`config.mk`:
```
export PLATFORM = sky130hd
export DESIGN_NAME = cht_hash
export DESIGN_NICKNAME = d
export VERILOG_FILES = /design/src/hw/rtl/cht_pkg.sv /design/src/hw/rtl/cht_hash.sv
export SDC_FILE = /design/constraint.sdc
export NUM_CORES = 1
export LEC_CHECK = 0
export BUFFER_PORTS_ARGS = -buffer_cell sky130_fd_sc_hd__clkbuf_2
export CORE_MARGIN = 8
export CORE_UTILIZATION = 39
export CTS_BUF_LIST = sky130_fd_sc_hd__clkbuf_4 sky130_fd_sc_hd__clkbuf_8
export DETAILED_ROUTE_END_ITERATION = 10
export PLACE_DENSITY = 0.71
export SLEW_MARGIN = 20
export SYNTH_ARGS = -nofsm -noshare
export SYNTH_HDL_FRONTEND = slang
export SYNTH_SLANG_ARGS = --single-unit
```
`constraint.sdc`:
```
create_clock -name clk_i -period 3.1 [get_ports clk_i]
set_input_delay 0.465 -clock clk_i [delete_from_list [all_inputs] [get_ports clk_i]]
set_output_delay 0.465 -clock clk_i [all_outputs]
set_load 0.02 [all_outputs]
```
`src/hw/rtl/cht_pkg.sv`:
```
// ----------------------------------------------------------------------------
// cht_pkg
// Shared widths, operation codes and status codes of the chained hash table.
// ----------------------------------------------------------------------------
`default_nettype none

package cht_pkg;

  // payload field widths
  localparam int unsigned MODE_W   = 2;
  localparam int unsigned KEY_W    = 32;
  localparam int unsigned VAL_W    = 32;
  localparam int unsigned STATUS_W = 2;

  // stream data widths, padded to whole bytes
  localparam int unsigned IN_TDATA_W  = 72;
  localparam int unsigned OUT_TDATA_W = 40;

  // operation codes
  localparam logic [MODE_W-1:0] MODE_INSERT = 2'd0;
  localparam logic [MODE_W-1:0] MODE_FIND   = 2'd1;
  localparam logic [MODE_W-1:0] MODE_REMOVE = 2'd2;

  // result status codes
  localparam logic [STATUS_W-1:0] STATUS_OK     = 2'd0;
  localparam logic [STATUS_W-1:0] STATUS_ABSENT = 2'd1;
  localparam logic [STATUS_W-1:0] STATUS_FULL   = 2'd2;

endpackage

`default_nettype wire

```
`src/hw/rtl/cht_hash.sv`:
```
// ----------------------------------------------------------------------------
// cht_hash
// Iterative key modulo bucket-count unit, four key bits per cycle,
// most significant bits first (restoring remainder).
// ----------------------------------------------------------------------------
`default_nettype none

module cht_hash #(
  parameter int unsigned NUM_BUCKETS = 16,
  parameter int unsigned REM_W       = 4
) (
  input  logic                      clk_i,
  input  logic                      rst_ni,
  input  logic                      start_i,
  input  logic [cht_pkg::KEY_W-1:0] key_i,
  output logic                      done_o,
  output logic [REM_W-1:0]          rem_o
);
  import cht_pkg::*;

  localparam int unsigned CMP_W         = REM_W + 1;
  localparam int unsigned BITS_PER_STEP = 4;
  localparam int unsigned NUM_STEPS     = KEY_W / BITS_PER_STEP;
  localparam int unsigned CNT_W         = $clog2(NUM_STEPS);
  localparam logic [CMP_W-1:0] MOD_C    = CMP_W'(NUM_BUCKETS);
  localparam logic [CNT_W-1:0] LAST_C   = CNT_W'(NUM_STEPS - 1);

  logic             busy_q, busy_d;
  logic [CNT_W-1:0] cnt_q, cnt_d;
  logic [KEY_W-1:0] sh_q, sh_d;
  logic [REM_W-1:0] rem_q, rem_d;
  logic [CMP_W-1:0] r, t;

  // one digit of the remainder: shift in four bits, subtract when over
  always_comb begin
    r = {1'b0, rem_q};
    t = '0;
    for (int j = 0; j < BITS_PER_STEP; j++) begin
      t = {r[REM_W-1:0], sh_q[KEY_W-1-j]};
      if (t >= MOD_C) begin
        t = t - MOD_C;
      end
      r = t;
    end
  end

  // next state of the iteration
  always_comb begin
    busy_d = busy_q;
    cnt_d  = cnt_q;
    sh_d   = sh_q;
    rem_d  = rem_q;
    if (start_i) begin
      busy_d = 1'b1;
      cnt_d  = '0;
      sh_d   = key_i;
      rem_d  = '0;
    end else if (busy_q) begin
      cnt_d = cnt_q + CNT_W'(1);
      sh_d  = sh_q << BITS_PER_STEP;
      rem_d = r[REM_W-1:0];
      if (cnt_q == LAST_C) begin
        busy_d = 1'b0;
      end
    end
  end

  // control registers
  always_ff @(posedge clk_i or negedge rst_ni) begin
    if (!rst_ni) begin
      busy_q <= 1'b0;
      cnt_q  <= '0;
    end else begin
      busy_q <= busy_d;
      cnt_q  <= cnt_d;
    end
  end

  // datapath registers
  always_ff @(posedge clk_i) begin
    sh_q  <= sh_d;
    rem_q <= rem_d;
  end

  assign done_o = busy_q && (cnt_q == LAST_C);
  assign rem_o  = r[REM_W-1:0];

endmodule

`default_nettype wire

```
==> qor.csv <==
stage,metric,value,unit
run_status,status,finished clean,
sta,worstMarginPinSlew,727,ps
placement,place_ws,1070,ps
worst_setup_path,r2r_slack,1620,ps
cells_and_area,drive_above_1_share,58.9,%
logic_synthesis,synthCells,89,
worst_setup_path,crit_slowest_cell,dfrtp_1,
logic_synthesis,syn-num-nets,126,
sta,min_period_over_period,60.3,%
cells_and_area,nFillCells,364,
logic_synthesis,yosysUniqueCellTypes,16,
logic_synthesis,ys_seq_area_share,63.7,%
clock_network,cts_tree,done,
die,rows,23,
sta,hold_viol,0,
clock_network,cts.sinks,36,
grt,grt_overflow,0,
worst_setup_path,worstPathRequired,2630,ps
grt,grt_pass1_wl,4240,µm
grt,grt_pass1_vias,967,
sta,rsz0062_at_grt,false,
sta,setup_tns,0,ps
power,powerDensity,534,mW/mm²
die,die_y,81.4,µm
worst_setup_path,worstSetupStartpointType,flip-flop,
grt,grt_max_degree,33,
die,start_util,41.1,%
die,io_pins,40,
grt,grt_use_total,8.35,%
placement,dp_hpwl,1850,µm
sta,fin_skew,6.08,ps
detailed_routing,wl_per_cell,14.6,µm
logic_synthesis,synth_fa_ha_area_share,1.50,%
power,leakage,0.879,nW
cells_and_area,nets,165,
sta,slew_viol_final,0,
worst_setup_path,cp_common_cell,ha_1,
clock_network,numCtsBuffers,5,
sta,setup_viol,0,
worst_setup_path,cp_cell_sequence,ha_1 -> ha_1 -> and2_1 -> clkbuf_2,
die,die_area,0.00662,mm²
detailed_routing,wirelength,2610,µm
placement,io_buffer_count,39,
logic_synthesis,synth_compound_area_share,0.450,%
sta,slew_headroom,51.5,%
clock_network,ctsRootBufferMaster,clkbuf_8,
worst_setup_path,cp_max_fo,2,
logic_synthesis,mappedNetlistArea,0.00167,mm²
detailed_routing,firstDrtPassIters,3,
logic_synthesis,ys_seq_elements,36,
clock_network,cts.htree.levels,2,
logic_synthesis,synthXorXnorAreaFrac,0.526,%
logic_synthesis,ys_warn_count,0,
clock_network,clock_latency,280,ps
die,die_w,81.4,µm
worst_setup_path,r2r_cells,1,
sta,fin_crit,1870,ps
logic_synthesis,synth_top_family_by_area,multiplexers,
detailed_routing,viasPerCell,4.56,
worst_setup_path,worst_setup_path_end_kind,output pin,
min_path,hp-class,primary input to flip-flop,
detailed_routing,vias,816,
detailed_routing,antenna_left,0,
clock_network,postCtsResizedCells,0,
clock_network,cts_max_path_buffers,2,
logic_synthesis,synth-simple-area-share,2.93,%
detailed_routing,drtIter0Drc,73,
logic_synthesis,muxShareOfSynthArea,24.8,%
worst_setup_path,critPathMaxStageDelay,400,ps
worst_setup_path,r2r-start,busy_q,
clock_network,cts_setup_buffers,0,
worst_setup_path,endpoint,done_o,
grt,antenna_found_initial,0,
clock_network,clk_pin_slew_worst_paths,70,ps
worst_setup_path,crit_arrival,1400,ps
detailed_routing,route.detailed.drc,0,
sta,clock.fmax,0.535,GHz
worst_setup_path,crit_start,cnt_q[0],
power,peakVddDrop,0.000283,V
die,coreArea,0.00406,mm²
run,maxCapViolCount,0,
logic_synthesis,syn_area_per_cell,18.7,µm²
cells_and_area,synthToLayoutAreaGrowth,15.9,%
placement,gp_congestion,0.668,
worst_setup_path,reg2reg_to,sh_q[29],
sta,setup_ws,1230,ps
cells_and_area,diodes,0,
worst_setup_path,criticalPathCategory,flip-flop to output pin,
==> cell families after synthesis <==
kind of cell,Yosys count
AO/OA/AOI/OAI,1
XOR/XNOR,1
adder cells (fa/ha/maj),2
buffers and inverters,10
flip-flops,36
multiplexers,30
AND/OR/NAND/NOR,9
==> how the worst min path moves through the flow <==
stage | endpoint | cells after the start | start
2_1_floorplan | busy_q | 0 | rst_ni
4_1_cts | sh_q[0] | 2 | key_i[0]
5_1_grt | sh_q[0] | 2 | key_i[0]
3_5_place_dp | busy_q | 1 | rst_ni
3_3_place_gp | busy_q | 1 | rst_ni
6_report | sh_q[0] | 2 | key_i[0]
==> registers in the layout, summed over array words and instances, names as in the netlist <==
register  cells
sh_q         32
cnt_q         3
busy_q        1
==> cell type report <==
cell class	instances	area (µm²)	share of cell area (%)
repair buffers	41	213	11.0
clock inverters	1	3.75	0.194
inverters	1	3.75	0.194
flip-flops and latches	36	1060	54.9
multi-input cells	43	504	26.1
clock buffers	7	83.8	4.34
well taps	50	62.6	3.24
==> layout by cell type (no fill, tap or decap), types with 2 or more instances in the layout <==
cell	instances
clkbuf_2	39
edfxtp_1	32
mux2_4	21
mux2_2	7
and2_1	5
clkbuf_8	5
dfrtp_1	4
nor2_1	3
mux2i_1	2
ha_1	2
clkbuf_4	2
==> per-layer routing <==
metal | part of all wire [%] | global-route usage, %
met1 | 42 | 9.24
met2 | 46 | 13.5
met3 | 9.9 | 3.75
met4 | 1.4 | 3.75
met5 | 0 | 0
==> report_power, final <==
part / total, mW / switching (mW) / leakage (nW) / internal, mW
combinational: 0.115 / 0.0414 / 0.437 / 0.0735
sequential: 0.592 / 0.0130 / 0.395 / 0.579
clock: 0.324 / 0.150 / 0.0467 / 0.174
==> cell usage after synthesis <==
cell / count / area, µm²
buf_4: 4 / 30.0
buf_12: 2 / 40.0
mux2_4: 21 / 315
mux2_2: 7 / 78.8
buf_2: 1 / 5.00
mux2i_1: 2 / 20.0
ha_1: 2 / 25.0
edfxtp_1: 32 / 961
or2_2: 1 / 6.26
buf_6: 2 / 22.5
nor2_1: 3 / 11.3
dfrtp_1: 4 / 100
inv_1: 1 / 3.75
a21o_1: 1 / 7.51
and2_1: 5 / 31.3
xnor2_1: 1 / 8.76
==> timing repair <==
item / 4_1_cts / 5_1_grt
endpoints found under the setup margin: 0 / 0
hold buffers: 1 / 0
hold endpoints to repair: 4 / 0
==> critical path: cells and delay by family, from the launching register on <==
family                   cells  cell delay (ps)
flip-flops                   1              400
adder cells (fa/ha/maj)      2              420
AND/OR/NAND/NOR              1              160
buffers and inverters        1              150
==> through the flow <==
| step | instance area [µm²] | cells | hold slack, ps | util [%] | power, mW |
|---|---|---|---|---|---|
| 6_report | 1930 | 179 | 466 | 47.6 | 1.03 |
| 5_1_grt | 1930 | 179 | 467 | 47.6 | 1.07 |
| 4_1_cts | 1930 | 179 | 456 | 47.6 | 1.05 |
| 3_5_place_dp | 1830 | 170 | 274 | 45.2 | 0.718 |
| 3_3_place_gp | 1830 | 170 | 269 | 45.2 | 0.710 |
| 2_1_floorplan | 1670 | 89 | 169 | - | 0.692 |
(Power assumes the default switching activity.)
