<file path="src/hw/rtl/cht_pkg.sv">
// ----------------------------------------------------------------------------
// cht_pkg
// Shared widths, operation codes and status codes of the chained hash table.
// ----------------------------------------------------------------------------
`default_nettype none

package cht_pkg;

  // payload field widths
  localparam int unsigned MODE_W   = 2;
  localparam int unsigned KEY_W    = 32;
  localparam int unsigned VAL_W    = 32;
  localparam int unsigned STATUS_W = 2;

  // stream data widths, padded to whole bytes
  localparam int unsigned IN_TDATA_W  = 72;
  localparam int unsigned OUT_TDATA_W = 40;

  // operation codes
  localparam logic [MODE_W-1:0] MODE_INSERT = 2'd0;
  localparam logic [MODE_W-1:0] MODE_FIND   = 2'd1;
  localparam logic [MODE_W-1:0] MODE_REMOVE = 2'd2;

  // result status codes
  localparam logic [STATUS_W-1:0] STATUS_OK     = 2'd0;
  localparam logic [STATUS_W-1:0] STATUS_ABSENT = 2'd1;
  localparam logic [STATUS_W-1:0] STATUS_FULL   = 2'd2;

endpackage

`default_nettype wire

</file>
<file path="src/hw/rtl/cht_fill_mem.sv">
// ----------------------------------------------------------------------------
// cht_fill_mem
// Per-bucket entry counts, with a clearing sweep after reset that writes
// zero to one bucket per cycle.
// ----------------------------------------------------------------------------
`default_nettype none

module cht_fill_mem #(
  parameter int unsigned NUM_BUCKETS = 16,
  parameter int unsigned BKT_W       = 4,
  parameter int unsigned IDX_W       = 4
) (
  input  logic             clk_i,
  input  logic             rst_ni,
  input  logic             we_i,
  input  logic [BKT_W-1:0] waddr_i,
  input  logic [IDX_W-1:0] wdata_i,
  input  logic [BKT_W-1:0] raddr_i,
  output logic [IDX_W-1:0] rdata_o,
  output logic             ready_o
);
  import cht_pkg::*;

  localparam logic [BKT_W-1:0] LAST_C = BKT_W'(NUM_BUCKETS - 1);

  logic [IDX_W-1:0] mem [NUM_BUCKETS];
  logic [IDX_W-1:0] rdata_q;
  logic             clr_busy_q, clr_busy_d;
  logic [BKT_W-1:0] clr_idx_q, clr_idx_d;
  logic             mem_we;
  logic [BKT_W-1:0] mem_waddr;
  logic [IDX_W-1:0] mem_wdata;

  // clearing sweep
  always_comb begin
    clr_busy_d = clr_busy_q;
    clr_idx_d  = clr_idx_q;
    if (clr_busy_q) begin
      clr_idx_d = clr_idx_q + BKT_W'(1);
      if (clr_idx_q == LAST_C) begin
        clr_busy_d = 1'b0;
      end
    end
  end

  always_ff @(posedge clk_i or negedge rst_ni) begin
    if (!rst_ni) begin
      clr_busy_q <= 1'b1;
      clr_idx_q  <= '0;
    end else begin
      clr_busy_q <= clr_busy_d;
      clr_idx_q  <= clr_idx_d;
    end
  end

  // write port shared by the sweep and the sequencer
  assign mem_we    = clr_busy_q || we_i;
  assign mem_waddr = clr_busy_q ? clr_idx_q : waddr_i;
  assign mem_wdata = clr_busy_q ? '0 : wdata_i;

  always_ff @(posedge clk_i) begin
    if (mem_we) begin
      mem[mem_waddr] <= mem_wdata;
    end
  end

  // registered read port
  always_ff @(posedge clk_i) begin
    rdata_q <= mem[raddr_i];
  end

  assign rdata_o = rdata_q;
  assign ready_o = !clr_busy_q;

endmodule

`default_nettype wire

</file>
<file path="config.mk">
export PLATFORM = sky130hd
export DESIGN_NAME = cht_fill_mem
export DESIGN_NICKNAME = d
export VERILOG_FILES = /design/src/hw/rtl/cht_pkg.sv /design/src/hw/rtl/cht_fill_mem.sv
export SDC_FILE = /design/constraint.sdc
export NUM_CORES = 1
export LEC_CHECK = 0
export BUFFER_PORTS_ARGS = -buffer_cell sky130_fd_sc_hd__buf_2
export CORE_MARGIN = 2
export CORE_UTILIZATION = 30
export CTS_BUF_LIST = sky130_fd_sc_hd__clkbuf_8
export DETAILED_ROUTE_END_ITERATION = 8
export PLACE_DENSITY_LB_ADDON = 0.3
export SLEW_MARGIN = 25
export SYNTH_ARGS = -nofsm -noshare
export SYNTH_HDL_FRONTEND = slang
export SYNTH_SLANG_ARGS = --single-unit
</file>
<file path="constraint.sdc">
create_clock -name clk_i -period 3.3 [get_ports clk_i]
set_input_delay 0.66 -clock clk_i [delete_from_list [all_inputs] [get_ports clk_i]]
set_output_delay 0.66 -clock clk_i [all_outputs]
set_load 0.05 [all_outputs]
</file>
==> results of run 1 <==
==> flip-flops by register name (all words and copies together) (netlist names) <==
register,count
clr_busy_q,1
clr_idx_q,4
mem,64
rdata_o,4
==> per-stage QoR <==
stage	total power [mW]	util (%)	worst slack, ps	cells
floorplan	1.12	-	1570	164
global placement	1.16	32.9	1230	310
detailed placement	1.16	32.9	1200	310
CTS	1.90	35.1	1170	326
global route	1.94	35.2	1070	326
finish	1.87	35.2	1150	326
==> where the power goes <==
part / switching (mW) / leakage, nW / internal, mW
clock network: 0.311 / 0.110 / 0.419
registers: 0.00453 / 0.678 / 1.02
logic: 0.0732 / 0.382 / 0.0390
total: 0.388 / 1.17 / 1.48
==> worst paths after layout <==
check	from	end	cells after the start
hold reg to reg	clr_idx_q[3]	clr_busy_q	1
min in group clk_i	clr_idx_q[3]	clr_busy_q	1
setup / recovery	clr_busy_q	ready_o	2
max in group asynchronous	rst_ni	clr_busy_q	1
setup reg to reg	clr_busy_q	mem[12][0]	3
hold / removal	rst_ni	clr_idx_q[2]	1
==> layout make-up <==
cell class                      instances  share of cell area [%]
Tap cell                              133                    4.88
Clock buffer                            9                    3.63
Sequential cell                        73                    62.4
Clock inverter                          7                    2.53
Multi-Input combinational cell         81                    23.3
Inverter                                4                   0.441
Timing Repair Buffer                   19                    2.79
==> synthesized netlist by cell type (all sizes together) <==
cell type / n / area share, %
edfxtp: 64 / 65
nor2: 20 / 2.5
mux4: 16 / 14
nand2: 8 / 1.0
nand3: 8 / 1.3
nor2b: 7 / 1.5
a22oi: 5 / 1.3
buf: 5 / 1.5
dfrtp: 4 / 3.4
dfxtp: 4 / 2.7
inv: 4 / 0.50
a31oi: 2 / 0.42
a32oi: 2 / 0.59
xnor2: 2 / 0.59
a21oi: 1 / 0.17
a2bb2oi: 1 / 0.29
a41oi: 1 / 0.29
and3: 1 / 0.21
clkbuf: 1 / 0.13
dfstp: 1 / 0.88
ha: 1 / 0.42
mux2: 1 / 0.38
nand4: 1 / 0.21
nor4b: 1 / 0.29
nor4bb: 1 / 0.34
o32a: 1 / 0.34
xor2: 1 / 0.29
==> layer usage <==
metal  routed length (µm)  up-vias  track usage [%]
met5                    0        -                0
met4                   78        0             5.50
met3                  223        8             2.89
met2                 2770       31             17.7
met1                 2220      749             12.4
li1                     -      709                -
==> cells by family after synthesis <==
group                      after synthesis  synth area share, %
adders and majority gates                1                0.420
muxes                                   17                 14.3
and+or+nand+nor                         47                 7.40
xor gates and xnor gates                 3                0.883
AOI/OAI and AO/OA                       13                 3.36
buffers and inverters                   10                 2.14
DFF                                     73                 71.5
==> impl_metrics.toml, run 1 <==
[outcome]
status = "complete, no violations"

[synth]
ys_ff_latch = 73
yosysSeqAreaShare_pct = 71.5
syn_area_um2 = 2980
syn_area_per_cell_um2 = 18.1
synthCells = 164
synth_warnings = 0
synthDistinctLibCells = 31
synth_nets = 180

[timing]
fin_setup_tns_ps = 0
hold_slack_ps = 117
finClkSkew_ps = 14.2
finalHoldViolations = 0
fmax_mhz = 466
worst_slew_pin_slew_ps = 661
rsz0062_at_grt = "false"
max-slew-margin-rel_pct = 55.7
fin_crit_sh_pct = 65.0
period_minus_slack_ps = 2150
final-setup-viol-count = 0
drv_slew = 0

[place]
detailed_place_hpwl_um = 3760
place_area_um2 = 3190
numPortBuffers = 19
finalWeightedCongestion = 0.712

[detailed_routing]
drt-total-wl_um = 5300
vias = 1497
ant_nets = 0
wl_per_cell_um = 16.2
vias_per_cell = 4.59
drc = 0
drtIter0Drc = 73
dr.pass1.iters = 4

[global_route]
grt_max_degree = 23
grt_overflow_total = 0
grt_pass1_vias = 1515
antenna_found_initial = 0
grt_pass1_wl_um = 8290
track_usage_pct = 10.6

[power_and_ir_drop]
power.leakage_nw = 1.17
peakVddDrop_uv = 165
power_density_nw_per_um2 = 548

[setup_path]
worst_path_largest_cell_delay_ps = 780
crit_chain = "inv_1 > buf_2"
critPathMaxFanout = 22
regToRegSetupSlack_ps = 1440
worstSetupStartpointType = "flip-flop"
worst-setup-path-type = "flip-flop to output port"
arrival_ps = 1490
critPathRequiredTime_ps = 2640
endpoint_kind = "output port"
slowest_stage = "dfstp_2"
crit_family = "flip-flops"
critPathBufInv = 2

[floorplan]
io_pins = 20
fp.dieW_um = 104
core.rowCount = 36
die-height_um = 104
dieArea_um2 = 10700
initial_core_util_pct = 30.7
core-area_um2 = 9680

[layout]
final_cell_mix = "64 x edfxtp_1, 20 x nor2_1, 19 x buf_2"
seq_area_um2 = 2130
nFillCells = 908
area_growth_pct = 14.6
layout_commonest_cell = "edfxtp_1"
final_nets = 204
diodes = 0
post-route-cell-area_um2 = 3410
multi_input_area_um2 = 793
drive_gt1_share_pct = 21.8

[clocking]
cts-root-to-sink-buffers = 2
cts_buffers = 9
clock_latency_ps = 340
cts_tree = "done"
cts_root_buf = "clkbuf_8"
postCtsResizedCells = 0
cts_max_level = 3
post-cts-setup-buffers = 0
ctsHoldBuffers = 0
clk_pin_slew_ps = 80
clkSinkCount = 73

[flow_run]
maxCapViolCount = 0

[hold_path]
hold_class = "primary input to async pin"
Note: power is estimated with default switching activity, not from simulation.
==> run 2: changes to the inputs <==
Clock period 3.3 ns to 2.2 ns, I/O delays scaled along.
==> impl_metrics.toml, run 2 (synthesis gave the netlist of run 1 again) <==
[timing]
finalHoldViolations = 0
drv_slew = 0
period_minus_slack_ps = 1920
final-setup-viol-count = 0
hold_slack_ps = 408
max-slew-margin-rel_pct = 60.6
fin_crit_sh_pct = 87.3
rsz0062_at_grt = "false"
finClkSkew_ps = 11.2
fmax_mhz = 521
fin_setup_tns_ps = 0
worst_slew_pin_slew_ps = 588

[place]
finalWeightedCongestion = 0.712
place_area_um2 = 3210
numPortBuffers = 19
detailed_place_hpwl_um = 3890

[global_route]
grt_pass1_wl_um = 8780
grt_max_degree = 23
grt_overflow_total = 0
track_usage_pct = 11.1
grt_pass1_vias = 1560
antenna_found_initial = 0

[layout]
layout_commonest_cell = "edfxtp_1"
final_nets = 208
post-route-cell-area_um2 = 3470
final_cell_mix = "64 x edfxtp_1, 20 x nor2_1, 19 x buf_2"
diodes = 0
nFillCells = 911
regMostFlops = "mem"
drive_gt1_share_pct = 21.8
largest_register_ffs = 64
area_growth_pct = 16.6

[floorplan]
initial_core_util_pct = 30.7
dieArea_um2 = 10700
fp.dieW_um = 104
die-height_um = 104
core.rowCount = 36
io_pins = 20
core-area_um2 = 9680

[setup_path]
critPathRequiredTime_ps = 1760
critPathMaxFanout = 22
endpoint_kind = "output port"
arrival_ps = 1480
slowest_stage = "dfstp_2"
crit_family = "flip-flops"
worstSetupStartpointType = "flip-flop"
worst-setup-path-type = "flip-flop to output port"
crit_chain = "inv_1 > buf_2"
critPathBufInv = 2
worst_path_largest_cell_delay_ps = 770

[clocking]
cts_max_level = 3
postCtsResizedCells = 0
cts_tree = "done"
cts_buffers = 9
clk_pin_slew_ps = 80
post-cts-setup-buffers = 0
clkSinkCount = 73
clock_latency_ps = 340
cts-root-to-sink-buffers = 2
cts_root_buf = "clkbuf_8"

[detailed_routing]
drc = 0
dr.pass1.iters = 4
drtIter0Drc = 98
wl_per_cell_um = 16.9
drt-total-wl_um = 5560
vias = 1502
vias_per_cell = 4.55
ant_nets = 0

[flow_run]
maxCapViolCount = 0

[power_and_ir_drop]
p_total_mw = 2.96
peakVddDrop_uv = 263
power.leakage_nw = 1.20
power_density_nw_per_um2 = 853

[hold_path]
hold_class = "primary input to flip-flop"

[outcome]
status = "complete, no violations"
==> run 2: power breakdown <==
part	leakage, nW	switching (mW)	internal, mW
sequential	0.678	0.00573	1.53
combinational	0.399	0.110	0.0627
clock	0.121	0.493	0.755
==> run 2: final timing paths <==
| kind | startpoint | to | slack (ps) | cells past startpoint |
|---|---|---|---|---|
| min reg2reg | clr_idx_q[3] | clr_busy_q | 580 | 1 |
| max | clr_busy_q | ready_o | 280 | 2 |
| max in group asynchronous | rst_ni | clr_busy_q | 1550 | 2 |
| min in group asynchronous | rst_ni | clr_idx_q[2] | 440 | 2 |
| max reg2reg | clr_busy_q | mem[4][1] | 310 | 3 |
| min | raddr_i[2] | rdata_o[2] | 410 | 3 |
==> run 2: stage by stage <==
step / cells / worst slack [ps] / util, %
2_1_floorplan: 164 / 479 / -
3_3_place_gp: 313 / 363 / 33.2
3_5_place_dp: 313 / 343 / 33.2
4_1_cts: 330 / 279 / 35.8
5_1_grt: 330 / 177 / 35.8
6_report: 330 / 280 / 35.8
==> run 2: metal layers <==
metal	track usage, %	vias to the layer above	part of all wire, %
li1	-	717	-
met1	15.2	743	49
met3	3.52	10	3.6
met4	4.92	0	1.6
met2	16.1	32	46
met5	0	-	0
==> run 2: worst register-to-register path: cells and delay by family (launching register included) <==
kind / cells / cell delay, ps
flops: 1 / 770
simple gates: 2 / 520
compound gates: 1 / 240
==> run 2: area by class of cell <==
class	instances	area, µm²	share of cell area, %
Clock buffer	9	124	3.57
Clock inverter	7	119	3.43
Inverter	4	15.0	0.433
Multi-Input combinational cell	81	788	22.7
Sequential cell	73	2130	61.4
Tap cell	133	166	4.80
Timing Repair Buffer	23	128	3.68
==> run 2: repair_timing <==
| item | in CTS | in global routing |
|---|---|---|
| endpoints found under the setup margin | 0 | 0 |
| hold endpoints to repair | 4 | 0 |
| hold buffers | 1 | 0 |
